===== src/hdl/mbaf_pkg.sv =====
// Shared types, codes and character helpers of the Modbus ASCII framer.
`timescale 1ns / 1ps
`default_nettype none
package mbaf_pkg;

	localparam logic [1:0] KIND_READ  = 2'd0;
	localparam logic [1:0] KIND_WRITE = 2'd1;
	localparam logic [1:0] KIND_DATA  = 2'd2;

	localparam logic [7:0] CHAR_COLON = 8'h3A;
	localparam logic [7:0] CHAR_CR    = 8'h0D;
	localparam logic [7:0] CHAR_LF    = 8'h0A;
	localparam logic [7:0] FUNC_WRITE_MULTI = 8'h10;

	// index of the last binary byte of each job type
	localparam logic [2:0] LAST_BYTE_READ  = 3'd5;
	localparam logic [2:0] LAST_BYTE_WRITE = 3'd6;
	localparam logic [2:0] LAST_BYTE_DATA  = 3'd1;

	// one queued job: a header or a data word, plus whether it closes the frame
	typedef struct packed {
		logic [1:0]  kind;
		logic [2:0]  func;
		logic [15:0] word;
		logic [6:0]  cnt;
		logic        close;
	} job_t;

	function automatic logic [7:0] hex_char(input logic [3:0] nib);
		logic [7:0] res;
		if (nib <= 4'd9)
			res = 8'h30 + {4'h0, nib};
		else
			res = 8'h37 + {4'h0, nib};
		return res;
	endfunction

endpackage
`default_nettype wire


===== src/hdl/mbaf_front.sv =====
// Front end: accepts items, tracks the open write frame and issues jobs.
`timescale 1ns / 1ps
`default_nettype none
module mbaf_front (
	input  wire logic              clk,
	input  wire logic              arst_n,
	input  wire logic              in_valid,
	input  wire logic              full,
	input  wire logic [1:0]        kind,
	input  wire logic [2:0]        read_function,
	input  wire logic [15:0]       start_address,
	input  wire logic [6:0]        register_count,
	input  wire logic [15:0]       data_word,
	output logic                   push,
	output mbaf_pkg::job_t         job
);
	import mbaf_pkg::*;

	logic       write_open_q;
	logic [6:0] words_left_q;
	logic       write_open_d;
	logic [6:0] words_left_d;
	logic       accept;

	assign accept = in_valid && !full;

	always_comb begin
		push         = 1'b0;
		job.kind     = kind;
		job.func     = read_function;
		job.word     = (kind == KIND_DATA) ? data_word : start_address;
		job.cnt      = register_count;
		job.close    = 1'b0;
		write_open_d = write_open_q;
		words_left_d = words_left_q;
		if (accept) begin
			case (kind)
				KIND_READ: begin
					push         = 1'b1;
					job.close    = 1'b1;
					write_open_d = 1'b0;
					words_left_d = '0;
				end
				KIND_WRITE: begin
					push         = 1'b1;
					job.close    = (register_count == 7'd0);
					write_open_d = (register_count != 7'd0);
					words_left_d = register_count;
				end
				KIND_DATA: begin
					// words with no open write are dropped here
					if (write_open_q && words_left_q != 7'd0) begin
						push         = 1'b1;
						words_left_d = words_left_q - 7'd1;
						job.close    = (words_left_q == 7'd1);
						if (words_left_q == 7'd1)
							write_open_d = 1'b0;
					end
				end
				default: ;
			endcase
		end
	end

	always_ff @(posedge clk or negedge arst_n) begin
		if (!arst_n) begin
			write_open_q <= 1'b0;
			words_left_q <= '0;
		end else begin
			write_open_q <= write_open_d;
			words_left_q <= words_left_d;
		end
	end

endmodule
`default_nettype wire


===== src/hdl/mbaf_queue.sv =====
// Small job queue between the front end and the character sequencer.
`timescale 1ns / 1ps
`default_nettype none
module mbaf_queue #(
	parameter int DEPTH = 2
) (
	input  wire logic              clk,
	input  wire logic              arst_n,
	input  wire logic              push,
	input  wire mbaf_pkg::job_t    push_job,
	input  wire logic              pop,
	output logic                   full,
	output logic                   head_valid,
	output mbaf_pkg::job_t         head_job
);
	import mbaf_pkg::*;

	localparam int PTR_W = (DEPTH > 1) ? $clog2(DEPTH) : 1;
	localparam int CNT_W = $clog2(DEPTH + 1);

	job_t             entry_q [DEPTH];
	logic [PTR_W-1:0] wr_ptr_q;
	logic [PTR_W-1:0] rd_ptr_q;
	logic [CNT_W-1:0] count_q;
	logic             do_push;
	logic             do_pop;

	assign full       = (count_q == CNT_W'(DEPTH));
	assign head_valid = (count_q != '0);
	assign head_job   = entry_q[rd_ptr_q];
	assign do_push    = push && !full;
	assign do_pop     = pop && head_valid;

	function automatic logic [PTR_W-1:0] ptr_inc(input logic [PTR_W-1:0] p);
		logic [PTR_W-1:0] r;
		if (p == PTR_W'(DEPTH - 1))
			r = '0;
		else
			r = p + PTR_W'(1);
		return r;
	endfunction

	always_ff @(posedge clk) begin
		if (do_push)
			entry_q[wr_ptr_q] <= push_job;
	end

	always_ff @(posedge clk or negedge arst_n) begin
		if (!arst_n) begin
			wr_ptr_q <= '0;
			rd_ptr_q <= '0;
			count_q  <= '0;
		end else begin
			if (do_push)
				wr_ptr_q <= ptr_inc(wr_ptr_q);
			if (do_pop)
				rd_ptr_q <= ptr_inc(rd_ptr_q);
			case ({do_push, do_pop})
				2'b10:   count_q <= count_q + CNT_W'(1);
				2'b01:   count_q <= count_q - CNT_W'(1);
				default: ;
			endcase
		end
	end

endmodule
`default_nettype wire


===== src/hdl/mbaf_back.sv =====
// Back end: turns jobs into hex characters, keeps the LRC, drives the output register.
`timescale 1ns / 1ps
`default_nettype none
module mbaf_back (
	input  wire logic              clk,
	input  wire logic              arst_n,
	input  wire logic [7:0]        slave_address,
	input  wire logic              head_valid,
	input  wire mbaf_pkg::job_t    head_job,
	output logic                   pop,
	output logic                   out_valid,
	input  wire logic              out_stall,
	output logic [7:0]             frame_char,
	output logic                   last_char,
	output logic                   frame_end
);
	import mbaf_pkg::*;

	localparam logic [1:0] PH_IDLE  = 2'd0;
	localparam logic [1:0] PH_COLON = 2'd1;
	localparam logic [1:0] PH_BYTES = 2'd2;
	localparam logic [1:0] PH_CLOSE = 2'd3;

	localparam logic [1:0] CC_LRC_HI = 2'd0;
	localparam logic [1:0] CC_LRC_LO = 2'd1;
	localparam logic [1:0] CC_CR     = 2'd2;
	localparam logic [1:0] CC_LF     = 2'd3;

	job_t       job_q;
	logic [1:0] phase_q;
	logic [2:0] byte_idx_q;
	logic       nib_q;
	logic [1:0] cc_q;
	logic [7:0] lrc_q;
	logic       out_valid_q;
	logic [7:0] char_q;
	logic       last_q;
	logic       end_q;

	logic       out_free;
	logic       adv;
	logic [2:0] last_byte;
	logic [7:0] cur_byte;
	logic [7:0] lrc_val;
	logic [7:0] cur_char;
	logic       job_last;
	logic       cur_end;
	logic [7:0] lrc_next;
	logic       new_hdr;

	assign out_free = !out_valid_q || !out_stall;
	assign adv      = (phase_q != PH_IDLE) && out_free;
	assign lrc_val  = 8'h00 - lrc_q;

	always_comb begin
		case (job_q.kind)
			KIND_READ:  last_byte = LAST_BYTE_READ;
			KIND_WRITE: last_byte = LAST_BYTE_WRITE;
			default:    last_byte = LAST_BYTE_DATA;
		endcase
	end

	// binary byte at the current index of the job
	always_comb begin
		cur_byte = 8'h00;
		if (job_q.kind == KIND_DATA) begin
			cur_byte = (byte_idx_q == 3'd0) ? job_q.word[15:8] : job_q.word[7:0];
		end else begin
			case (byte_idx_q)
				3'd0:    cur_byte = slave_address;
				3'd1:    cur_byte = (job_q.kind == KIND_WRITE) ? FUNC_WRITE_MULTI
				                                              : {5'd0, job_q.func};
				3'd2:    cur_byte = job_q.word[15:8];
				3'd3:    cur_byte = job_q.word[7:0];
				3'd4:    cur_byte = 8'h00;
				3'd5:    cur_byte = {1'b0, job_q.cnt};
				3'd6:    cur_byte = {job_q.cnt, 1'b0};
				default: cur_byte = 8'h00;
			endcase
		end
	end

	always_comb begin
		cur_char = CHAR_COLON;
		cur_end  = 1'b0;
		case (phase_q)
			PH_BYTES: cur_char = nib_q ? hex_char(cur_byte[3:0]) : hex_char(cur_byte[7:4]);
			PH_CLOSE: begin
				case (cc_q)
					CC_LRC_HI: cur_char = hex_char(lrc_val[7:4]);
					CC_LRC_LO: cur_char = hex_char(lrc_val[3:0]);
					CC_CR:     cur_char = CHAR_CR;
					default: begin
						cur_char = CHAR_LF;
						cur_end  = 1'b1;
					end
				endcase
			end
			default: cur_char = CHAR_COLON;
		endcase
	end

	assign job_last = ((phase_q == PH_BYTES) && nib_q && (byte_idx_q == last_byte)
	                   && !job_q.close)
	               || ((phase_q == PH_CLOSE) && (cc_q == CC_LF));

	assign pop      = head_valid && ((phase_q == PH_IDLE) || (adv && job_last));
	assign new_hdr  = head_job.kind != KIND_DATA;
	assign lrc_next = (adv && phase_q == PH_BYTES && nib_q) ? lrc_q + cur_byte : lrc_q;

	always_ff @(posedge clk) begin
		if (pop)
			job_q <= head_job;
		if (adv) begin
			char_q <= cur_char;
			last_q <= job_last;
			end_q  <= cur_end;
		end
	end

	always_ff @(posedge clk or negedge arst_n) begin
		if (!arst_n) begin
			phase_q     <= PH_IDLE;
			byte_idx_q  <= '0;
			nib_q       <= 1'b0;
			cc_q        <= CC_LRC_HI;
			lrc_q       <= '0;
			out_valid_q <= 1'b0;
		end else begin
			if (out_free)
				out_valid_q <= adv;
			lrc_q <= (pop && new_hdr) ? 8'h00 : lrc_next;
			if (pop) begin
				phase_q    <= new_hdr ? PH_COLON : PH_BYTES;
				byte_idx_q <= '0;
				nib_q      <= 1'b0;
				cc_q       <= CC_LRC_HI;
			end else if (adv) begin
				case (phase_q)
					PH_COLON: phase_q <= PH_BYTES;
					PH_BYTES: begin
						nib_q <= !nib_q;
						if (nib_q) begin
							if (byte_idx_q == last_byte) begin
								byte_idx_q <= '0;
								phase_q    <= job_q.close ? PH_CLOSE : PH_IDLE;
							end else begin
								byte_idx_q <= byte_idx_q + 3'd1;
							end
						end
					end
					PH_CLOSE: begin
						cc_q <= cc_q + 2'd1;
						if (cc_q == CC_LF)
							phase_q <= PH_IDLE;
					end
					default: ;
				endcase
			end
		end
	end

	assign out_valid  = out_valid_q;
	assign frame_char = char_q;
	assign last_char  = last_q;
	assign frame_end  = end_q;

endmodule
`default_nettype wire


===== src/hdl/modbus_ascii_request_framer.sv =====
// Modbus ASCII request framer top level: front end, job queue, character sequencer.
// Path: the first character of an item passes the queue entry, the sequencer state and
// the output register. Throughput: one character per cycle there while out_stall is low
// and jobs wait; a data item gives 4 characters (8 when it closes), a header 15 to 19.
// The job queue decouples input transfers from the character rate set by the sequencer.
// Reset (arst_n low) closes any open frame, empties the queue and sets slave 32.
`timescale 1ns / 1ps
`default_nettype none
module modbus_ascii_request_framer #(
	parameter int QUEUE_DEPTH = 2
) (
	input  wire logic        clk,
	input  wire logic        arst_n,
	// configuration: slave address register
	input  wire logic        cfg_wr_en,
	input  wire logic [7:0]  cfg_wr_data,
	// input channel
	input  wire logic        in_valid,
	output logic             in_stall,
	input  wire logic [1:0]  kind,
	input  wire logic [2:0]  read_function,
	input  wire logic [15:0] start_address,
	input  wire logic [6:0]  register_count,
	input  wire logic [15:0] data_word,
	// output channel, one character per transfer
	output logic             out_valid,
	input  wire logic        out_stall,
	output logic [7:0]       frame_char,
	output logic             last_char,
	output logic             frame_end
);
	import mbaf_pkg::*;

	logic [7:0] slave_address_q;
	logic       q_full;
	logic       q_push;
	job_t       q_push_job;
	logic       q_pop;
	logic       q_head_valid;
	job_t       q_head_job;

	// station address; write it only while the block is idle, the block does not enforce this
	always_ff @(posedge clk or negedge arst_n) begin
		if (!arst_n)
			slave_address_q <= 8'd32;
		else if (cfg_wr_en)
			slave_address_q <= cfg_wr_data;
	end

	// input stalls only when the job queue is full
	assign in_stall = q_full;

	// front end: tracks the open write frame, drops orphan data words
	mbaf_front u_front (
		.clk            (clk),
		.arst_n         (arst_n),
		.in_valid       (in_valid),
		.full           (q_full),
		.kind           (kind),
		.read_function  (read_function),
		.start_address  (start_address),
		.register_count (register_count),
		.data_word      (data_word),
		.push           (q_push),
		.job            (q_push_job)
	);

	mbaf_queue #(
		.DEPTH (QUEUE_DEPTH)
	) u_queue (
		.clk        (clk),
		.arst_n     (arst_n),
		.push       (q_push),
		.push_job   (q_push_job),
		.pop        (q_pop),
		.full       (q_full),
		.head_valid (q_head_valid),
		.head_job   (q_head_job)
	);

	// back end: hex encoding, running LRC, CR LF, output register
	mbaf_back u_back (
		.clk           (clk),
		.arst_n        (arst_n),
		.slave_address (slave_address_q),
		.head_valid    (q_head_valid),
		.head_job      (q_head_job),
		.pop           (q_pop),
		.out_valid     (out_valid),
		.out_stall     (out_stall),
		.frame_char    (frame_char),
		.last_char     (last_char),
		.frame_end     (frame_end)
	);

endmodule
`default_nettype wire


===== config.mk =====
export PLATFORM = sky130hd
export DESIGN_NAME = modbus_ascii_request_framer
export DESIGN_NICKNAME = d
export VERILOG_FILES = /design/src/hdl/mbaf_pkg.sv /design/src/hdl/mbaf_front.sv /design/src/hdl/mbaf_queue.sv /design/src/hdl/mbaf_back.sv /design/src/hdl/modbus_ascii_request_framer.sv
export SDC_FILE = /design/constraint.sdc
export NUM_CORES = 1
export LEC_CHECK = 0
export BUFFER_PORTS_ARGS = -buffer_cell sky130_fd_sc_hd__buf_2
export CAP_MARGIN = 30
export CORE_UTILIZATION = 35
export DETAILED_ROUTE_END_ITERATION = 6
export SYNTH_ARGS = -nofsm -noshare
export SYNTH_HDL_FRONTEND = slang
export SYNTH_SLANG_ARGS = --single-unit

===== constraint.sdc =====
create_clock -name clk -period 5.1 [get_ports clk]
set_clock_uncertainty 0.15 [all_clocks]
set_input_delay 1.02 -clock clk [delete_from_list [all_inputs] [get_ports clk]]
set_output_delay 1.02 -clock clk [all_outputs]
set_load 0.01 [all_outputs]

==> results by group, run 1 <==
CTS
  – Skew-Pair Late Insertion Delay: 0.42 ns
  – # clock sinks: 133
  – Reg clk slew, reported paths: 0.06 ns
  – Clock Tree Buf Depth: 2
  – CTS tree: done
  – Root buffer cell: clkbuf_16
  – CTS H-tree depth: 4
  – Hold buffers post-CTS: 0
  – Post-CTS Resized: 0
  – Setup bufs post-CTS: 0
  – Num CTS Buffers: 17

Layout
  – Inserted Diodes: 0
  – Number of fill cells: 1912
  – Area Overhead vs Synth: 17.6%
  – Final Instance Area: 8450 µm²
  – Layout cells sized above 1: 26.6%
  – Final cell count without fillers: 946
  – Fin nets: 753

Logic synthesis
  – Register area share after synthesis: 53.0%
  – Netlist Area Pre-Place: 7190 µm²
  – Syn nets: 684
  – Yosys cell types: 81
  – Number of enable flip-flop cells after synthesis: 96
  – Synth top area cells: edfxtp_1 40%, dfrtp_1 13%, mux2_2 8.8%
  – Synthesized area per cell: 12.1 µm²
  – Async S/R FF share, synth: 27.8%
  – Warnings from Yosys: 0
  – Post-synth top area cell: edfxtp_1
  – Register bit total from synthesis: 133
  – Post-synth top flop: edfxtp_1
  – Post-Synthesis Cells: 594
  – Synth top area share: 40.1%

Timing
  – Total Neg Setup Slack: 0 ns
  – Setup ws final: 1.21 ns
  – Final period util: 76.2%
  – Final hold vios: 0
  – Worst-Margin Slew: 0.888 ns
  – Slew Viols, Final: 0
  – Crit path time final: 3.89 ns
  – Max Clock Freq: 257 MHz
  – RSZ-0062 raised after global routing: no
  – Relative slew slack: 40.4%
  – Final setup vio count: 0
  – Hold_ws: 0.277 ns

Floorplan
  – Initial cell density of the core: 35.7%
  – Horiz. Die Dim: 145 µm
  – IO Count: 69
  – Die ar.: 21100 µm²
  – Core Footprint: 20200 µm²
  – Die H: 145 µm
  – Total number of placement rows: 52

GRT
  – Pin count of the biggest net entering global routing: 35
  – Aggregate global-route resource usage: 15.5%
  – Global-route wire length before repair: 25700 µm
  – Number of global-route vias before repair: 4986
  – Initial antenna violation count: 0
  – Gr ovfl total: 0

Setup path
  – Startpoint type of the worst setup path: flop
  – Crit-path slowest cell: a2bb2oi_1
  – Crit path cell chain: inv_1 > ha_1 > nand2b_1 > mux2i_1 > a2bb2oi_1 > ha_1 > inv_1 > fa_1 > nor2b_1 > o21ai_0 > a21boi_0 > o21a_1 > o21ai_0 > a32o_1
  – Required time worst endpoint: 5.25 ns
  – Worst setup EP type: flop
  – Critical path buffer and inverter count: 2
  – Critical path arrival: 4.04 ns
  – Max stage delay on crit path: 0.50 ns
  – Crit Path Class: flop to flop
  – Top cell family by delay on the critical path: compound AO/OA/AOI/OAI gates
  – Critical Path Fanout Max: 9

Status
  – Outcome: finished clean

Routing
  – DRC: 0
  – DRT Pass-1 Iters: 6
  – WL/cell: 16.6 µm
  – Wirelength, routed: 15700 µm
  – Initial DRC Count: 378
  – Detail Route Antenna Nets: 0
  – Via count: 4933
  – Post-DR vias/cell: 5.21

Pwr
  – LEAKAGE: 3.33 nW
  – Power density over the cells: 629 nW/µm²
  – Peak VDD IR: 241 µV

Placement
  – Post-Place Cell Area: 7830 µm²
  – Routability cong.: 0.875
  – Cells after DPL: 914
  – Port Buf Inserts: 67
  – Placement Setup Slack: 1.25 ns
  – Detailed Place HPWL: 11500 µm

Min path
  – Tightest Hold Check Type: primary input to async pin

Job
  – Max Cap Viol: 0
[synth_stat cells, types with 7 or more instances]
cell type and instances:
clkbuf_1 13, nor2_1 32, nand2_1 39, mux2i_1 11, a21oi_1 18, and3_1 7, and2_1 10, xnor2_1 15
nor3_1 8, ha_1 32, edfxtp_1 96, inv_1 36, a22o_1 7, dfrtp_1 36, nand3_1 13, o21ai_0 26
mux2_2 56
[final timing paths]
kind	endpoint	slack, ns	depth (start not counted)	from
setup / recovery	u_back.lrc_q[6]$_DFFE_PN0P_	1.21	14	u_back.byte_idx_q[0]$_DFFE_PN0P_
hold / removal	u_front.words_left_q[4]$_DFFE_PN0P_	0.28	1	arst_n
setup reg to reg	u_back.lrc_q[6]$_DFFE_PN0P_	1.21	14	u_back.byte_idx_q[0]$_DFFE_PN0P_
hold reg to reg	u_queue.wr_ptr_q$_DFFE_PN0P_	0.36	1	u_queue.wr_ptr_q$_DFFE_PN0P_
max in group asynchronous	slave_address_q[5]$_DFFE_PN1P_	4.01	2	arst_n
min in group clk	u_queue.wr_ptr_q$_DFFE_PN0P_	0.36	1	u_queue.wr_ptr_q$_DFFE_PN0P_
[power by group]
part           internal [W]  total [W]  switching, W
clock network      0.000829    0.00131      0.000484
logic              0.000991    0.00228       0.00129
registers           0.00149    0.00172      0.000229
[stage by stage]
stage / util (%) / total power [W]
6_report: 41.9 / 0.00532
5_1_grt: 41.9 / 0.00566
2_1_floorplan: - / 0.00344
4_1_cts: 41.9 / 0.00534
3_5_place_dp: 38.8 / 0.00401
3_3_place_gp: 38.7 / 0.00394
[routing by layer]
layer  part of all wire (%)  vias to the layer above  GRT usage [%]
met2                     47                      135           25.4
met5                      0                        -              0
met1                     47                     2403           20.0
met4                    1.8                        0           5.89
li1                       -                     2369              -
met3                    4.0                       26           3.29
[placed cells by master, fill, tap and decap left out, drive strengths merged, types with 11 or more instances in the layout]
master  count
edfxtp     96
buf        74
mux2       57
inv        41
nand2      39
dfrtp      36
ha         32
nor2       32
o21ai      29
clkbuf     19
a21oi      18
xnor2      15
nand3      13
mux2i      11
[registers in the layout (all words and copies together) (netlist names)]
register / cells
slave_address_q: 8
u_back.lrc_q: 8
u_front.write_open_q: 1
u_back.nib_q: 1
u_back.frame_char: 7
u_back.frame_end: 1
u_queue.entry_q: 58
u_back.byte_idx_q: 3
u_back.phase_q: 2
u_back.cc_q: 2
u_queue.rd_ptr_q: 1
u_front.words_left_q: 7
u_back.out_valid: 1
u_back.job_q: 29
u_back.last_char: 1
u_queue.count_q: 2
u_queue.wr_ptr_q: 1
[area by class of cell]
cell class              count  area, µm²  share of cell area, %
inverters                  36        135                   1.60
flip-flops and latches    133       3810                   45.1
multi-input cells         401       3140                   37.2
clock buffers              19        433                   5.12
clock inverters            13        196                   2.32
well taps                 270        338                   4.00
repair buffers             74        400                   4.74
[logic make-up after synthesis]
group	after synthesis	share of synthesized area (%)
buffers and inverters	60	3.41
other	1	0.0522
multiplexers	68	10.5
flip-flops	133	53.0
XOR/XNOR	20	2.44
adder cells (fa/ha/maj)	33	5.85
AO/OA/AOI/OAI	128	13.6
AND/OR/NAND/NOR	151	11.2
(Power assumes the default switching activity.)
==> run 2, diff against run 1 <==
ABC_AREA = 1   (was unset)
clock period = 3.6 ns   (was 5.1 ns; I/O delays follow)
==> results by group, run 2 <==
Setup path
  – R2R Path End: u_back.lrc_q[6]$_DFFE_PN0P_
  – Reg2reg path depth: 19 (+5)
  – Critical path arrival: 3.32 ns (-0.72 ns)
  – Worst setup EP type: flop
  – Critical path buffer and inverter count: 3 (+1)
  – Worst path depth: 19 (+5)
  – Startpoint type of the worst setup path: flop
  – Max stage delay on crit path: 0.42 ns (-0.08 ns)
  – Crit path cell chain: inv_1 > ha_1 > nand2_1 > nor2_1 > nor2_1 > nand3_1 > nand2_1 > inv_1 > ha_1 > inv_1 > fa_1 > nand3b_1 > nand2_1 > a21o_1 > a21oi_1 > nand2_1 > nand2_1 > nand3_1 > nand2_1
  – CP most frequent cell: nand2_1
  – Crit Path Class: flop to flop
  – Top cell family by delay on the critical path: simple AND/OR/NAND/NOR gates
  – Required time worst endpoint: 3.76 ns (-1.49 ns)
  – Crit-path slowest cell: dfrtp_1
  – Reg2reg setup slack: 0.45 ns (-0.76 ns)
  – Critical Path Fanout Max: 12 (+3)
  – Reg2Reg Launch Point: u_back.byte_idx_q[0]$_DFFE_PN0P_

Placement
  – Port Buf Inserts: 67 (unchanged)
  – Routability cong.: 0.878 (+0.34%)
  – Post-Place Cell Area: 7840 µm² (+0.24%)
  – Detailed Place HPWL: 11600 µm (+1.1%)
  – Cells after DPL: 1156 (+26%)

Routing
  – DRC: 0 (unchanged)
  – Post-DR vias/cell: 4.81 (-7.8%)
  – Via count: 5713 (+16%)
  – Wirelength, routed: 15900 µm (+1.3%)
  – DRT Pass-1 Iters: 5 (-1)
  – Detail Route Antenna Nets: 0 (unchanged)
  – Initial DRC Count: 374 (-1.1%)
  – WL/cell: 13.4 µm (-19%)

Floorplan
  – Horiz. Die Dim: 146 µm (+0.17%)
  – Initial cell density of the core: 35.7% (about the same)
  – Die ar.: 21200 µm² (+0.34%)
  – IO Count: 69 (unchanged)
  – Total number of placement rows: 52 (unchanged)
  – Die H: 146 µm (+0.17%)
  – Core Footprint: 20200 µm² (+0.32%)

Logic synthesis
  – Register area share after synthesis: 52.8% (-0.18 points)
  – Synth top area cells: edfxtp_1 40%, nand2_1 16%, dfrtp_1 12%
  – Synth top area share: 40.0% (-0.14 points)
  – Post-Synthesis Cells: 833 (+40%)
  – Compound-Gate Fraction of Synth Area: 5.81% (-7.8 points)
  – Syn nets: 923 (+35%)
  – Netlist Area Pre-Place: 7220 µm² (+0.35%)
  – Most frequent cells after synthesis: 306 x nand2_1, 96 x edfxtp_1, 81 x nand3_1, 71 x inv_1, 53 x nor2_1
  – Yosys cell types: 44 (-46%)
  – Top-count cell post-synth: nand2_1
  – Number of enable flip-flop cells after synthesis: 96 (unchanged)
  – Post-synth top flop: edfxtp_1
  – Synth Area in Adders: 5.83% (-0.020 points)
  – Synthesized area per cell: 8.66 µm² (-28%)
  – Post-synth top area cell: edfxtp_1
  – Synth Area in XOR/XNOR: 1.21% (-1.2 points)
  – Async S/R FF share, synth: 27.8% (unchanged)
  – Multiplexer share of the synthesized area: 0.624% (-9.8 points)
  – Warnings from Yosys: 0 (unchanged)
  – Main combinational cell family by area after synthesis: simple AND/OR/NAND/NOR gates
  – Register bit total from synthesis: 133 (unchanged)
  – Post-Synth Simple-Gate Area: 28.2% (+17 points)

CTS
  – Setup bufs post-CTS: 0 (unchanged)
  – Num CTS Buffers: 17 (unchanged)
  – # clock sinks: 133 (unchanged)
  – CTS H-tree depth: 4 (unchanged)
  – CTS tree: done
  – Hold buffers post-CTS: 0 (unchanged)
  – Root buffer cell: clkbuf_16
  – Clock Tree Buf Depth: 2 (unchanged)
  – Post-CTS Resized: 0 (unchanged)
  – Skew-Pair Late Insertion Delay: 0.43 ns (about the same)
  – Reg clk slew, reported paths: 0.06 ns (about the same)

Min path
  – Tightest Hold Check Type: primary input to async pin

Layout
  – Layout cells sized above 1: 13.9% (-13 points)
  – Fin util: 41.9% (about the same)
  – Biggest register: u_queue.entry_q
  – Register area: 3810 µm² (unchanged)
  – Max reg flops: 58 (unchanged)
  – Fin nets: 996 (+32%)
  – Final cell count without fillers: 1188 (+26%)
  – Commonest non-fill, non-tap cells in the layout: 306 x nand2_1, 96 x edfxtp_1, 81 x nand3_1
  – Inserted Diodes: 0 (unchanged)
  – Final Instance Area: 8480 µm² (+0.25%)
  – Area Overhead vs Synth: 17.5% (about the same)
  – Number of fill cells: 1970 (+3.0%)
  – Multi-input gate area: 3020 µm² (-3.9%)
  – Most common cell after layout, fill and taps aside: nand2_1
  – Largest registers: u_queue.entry_q x58, u_back.job_q x29

Job
  – Max Cap Viol: 0 (unchanged)

Timing
  – Final period util: 87.6% (+11 points)
  – RSZ-0062 raised after global routing: no
  – Final setup vio count: 0 (unchanged)
  – Total Neg Setup Slack: 0 ns (unchanged)
  – Slew Viols, Final: 0 (unchanged)
  – Worst-Margin Slew: 0.642 ns (-0.246 ns)
  – Final hold vios: 0 (unchanged)
  – Max Clock Freq: 317 MHz (+23%)
  – Crit path time final: 3.15 ns (-0.735 ns)
  – Hold_ws: 0.0448 ns (-0.232 ns)
  – Relative slew slack: 57.0% (+17 points)

GRT
  – Number of global-route vias before repair: 5588 (+12%)
  – Aggregate global-route resource usage: 16.0% (+0.51 points)
  – Global-route wire length before repair: 26700 µm (+4.1%)
  – Pin count of the biggest net entering global routing: 38 (+8.6%)
  – Gr ovfl total: 0 (unchanged)
  – Initial antenna violation count: 0 (unchanged)

Pwr
  – Power density over the cells: 903 nW/µm² (+44%)
  – Peak VDD IR: 394 µV (+64%)
  – P_int: 0.00451 W (+36%)
  – Logic pwr share: 43.7% (+0.8 points)
  – Switching Share: 41.0% (+3.3 points)
  – Clock power frac: 23.7% (-1.0 points)
  – Flop pwr share: 32.7% (+0.3 points)
  – LEAKAGE: 3.93 nW (+18%)
  – Sw Pwr: 0.00314 W (+57%)

Status
  – Outcome: finished clean
## run 2: power groups by stage
stage               clock network, W  logic (W)  registers [W]
floorplan                          0    0.00250        0.00245
global placement                   0    0.00329        0.00253
detailed placement                 0    0.00333        0.00253
CTS                          0.00186    0.00335        0.00250
global route                 0.00191    0.00385        0.00255
finish                       0.00181    0.00334        0.00250
## run 2: worst max-delay path by stage
stage	endpoint	slack, ns	startpoint
2_1_floorplan	u_queue.entry_q[1][0]$_DFFE_PP_	0.37	kind[1]
3_3_place_gp	u_back.lrc_q[6]$_DFFE_PN0P_	0.55	u_back.byte_idx_q[0]$_DFFE_PN0P_
3_5_place_dp	u_back.lrc_q[6]$_DFFE_PN0P_	0.46	u_back.byte_idx_q[0]$_DFFE_PN0P_
4_1_cts	u_back.lrc_q[6]$_DFFE_PN0P_	0.46	u_back.byte_idx_q[0]$_DFFE_PN0P_
5_1_grt	u_back.lrc_q[7]$_DFFE_PN0P_	0.18	u_back.byte_idx_q[0]$_DFFE_PN0P_
6_report	u_back.lrc_q[6]$_DFFE_PN0P_	0.45	u_back.byte_idx_q[0]$_DFFE_PN0P_
## run 2: kinds of logic (layout without fill, tap and decap cells)
| group | count (synthesis) | after routing |
|---|---|---|
| AOI/OAI and AO/OA | 73 | 73 |
| xor gates and xnor gates | 10 | 10 |
| adders and majority gates | 33 | 33 |
| buffers and inverters | 97 | 182 |
| DFF | 133 | 133 |
| muxes | 4 | 4 |
| other | 1 | 1 |
| and+or+nand+nor | 482 | 482 |
## run 2: area by class of cell
cell class / instances / area share [%]
flip-flops and latches: 133 / 45.0
well taps: 270 / 3.99
clock buffers: 19 / 5.11
multi-input cells: 603 / 35.6
clock inverters: 12 / 2.11
repair buffers: 76 / 4.90
inverters: 75 / 3.32
## run 2: layer usage
metal	GRT usage [%]	routed length [µm]	vias to the layer above	share of wire, %
met2	27.1	7680	133	48
met5	0	0	-	0
met3	3.48	599	32	3.8
met1	19.6	7230	2636	46
met4	6.95	382	0	2.4
li1	-	-	2912	-
## run 2: metrics by stage
stage               total power (W)  worst slack, ns
floorplan                   0.00496            0.365
global placement            0.00582            0.554
detailed placement          0.00585            0.456
CTS                         0.00770            0.455
global route                0.00831            0.181
finish                      0.00765            0.447
## run 2: worst register-to-register path: cells and delay by family, from the launching register on
family                   cells  cell delay [ns]
flip-flops                   1             0.42
AO/OA/AOI/OAI                2             0.19
AND/OR/NAND/NOR             11             1.16
adder cells (fa/ha/maj)      3             0.83
buffers and inverters        3             0.31
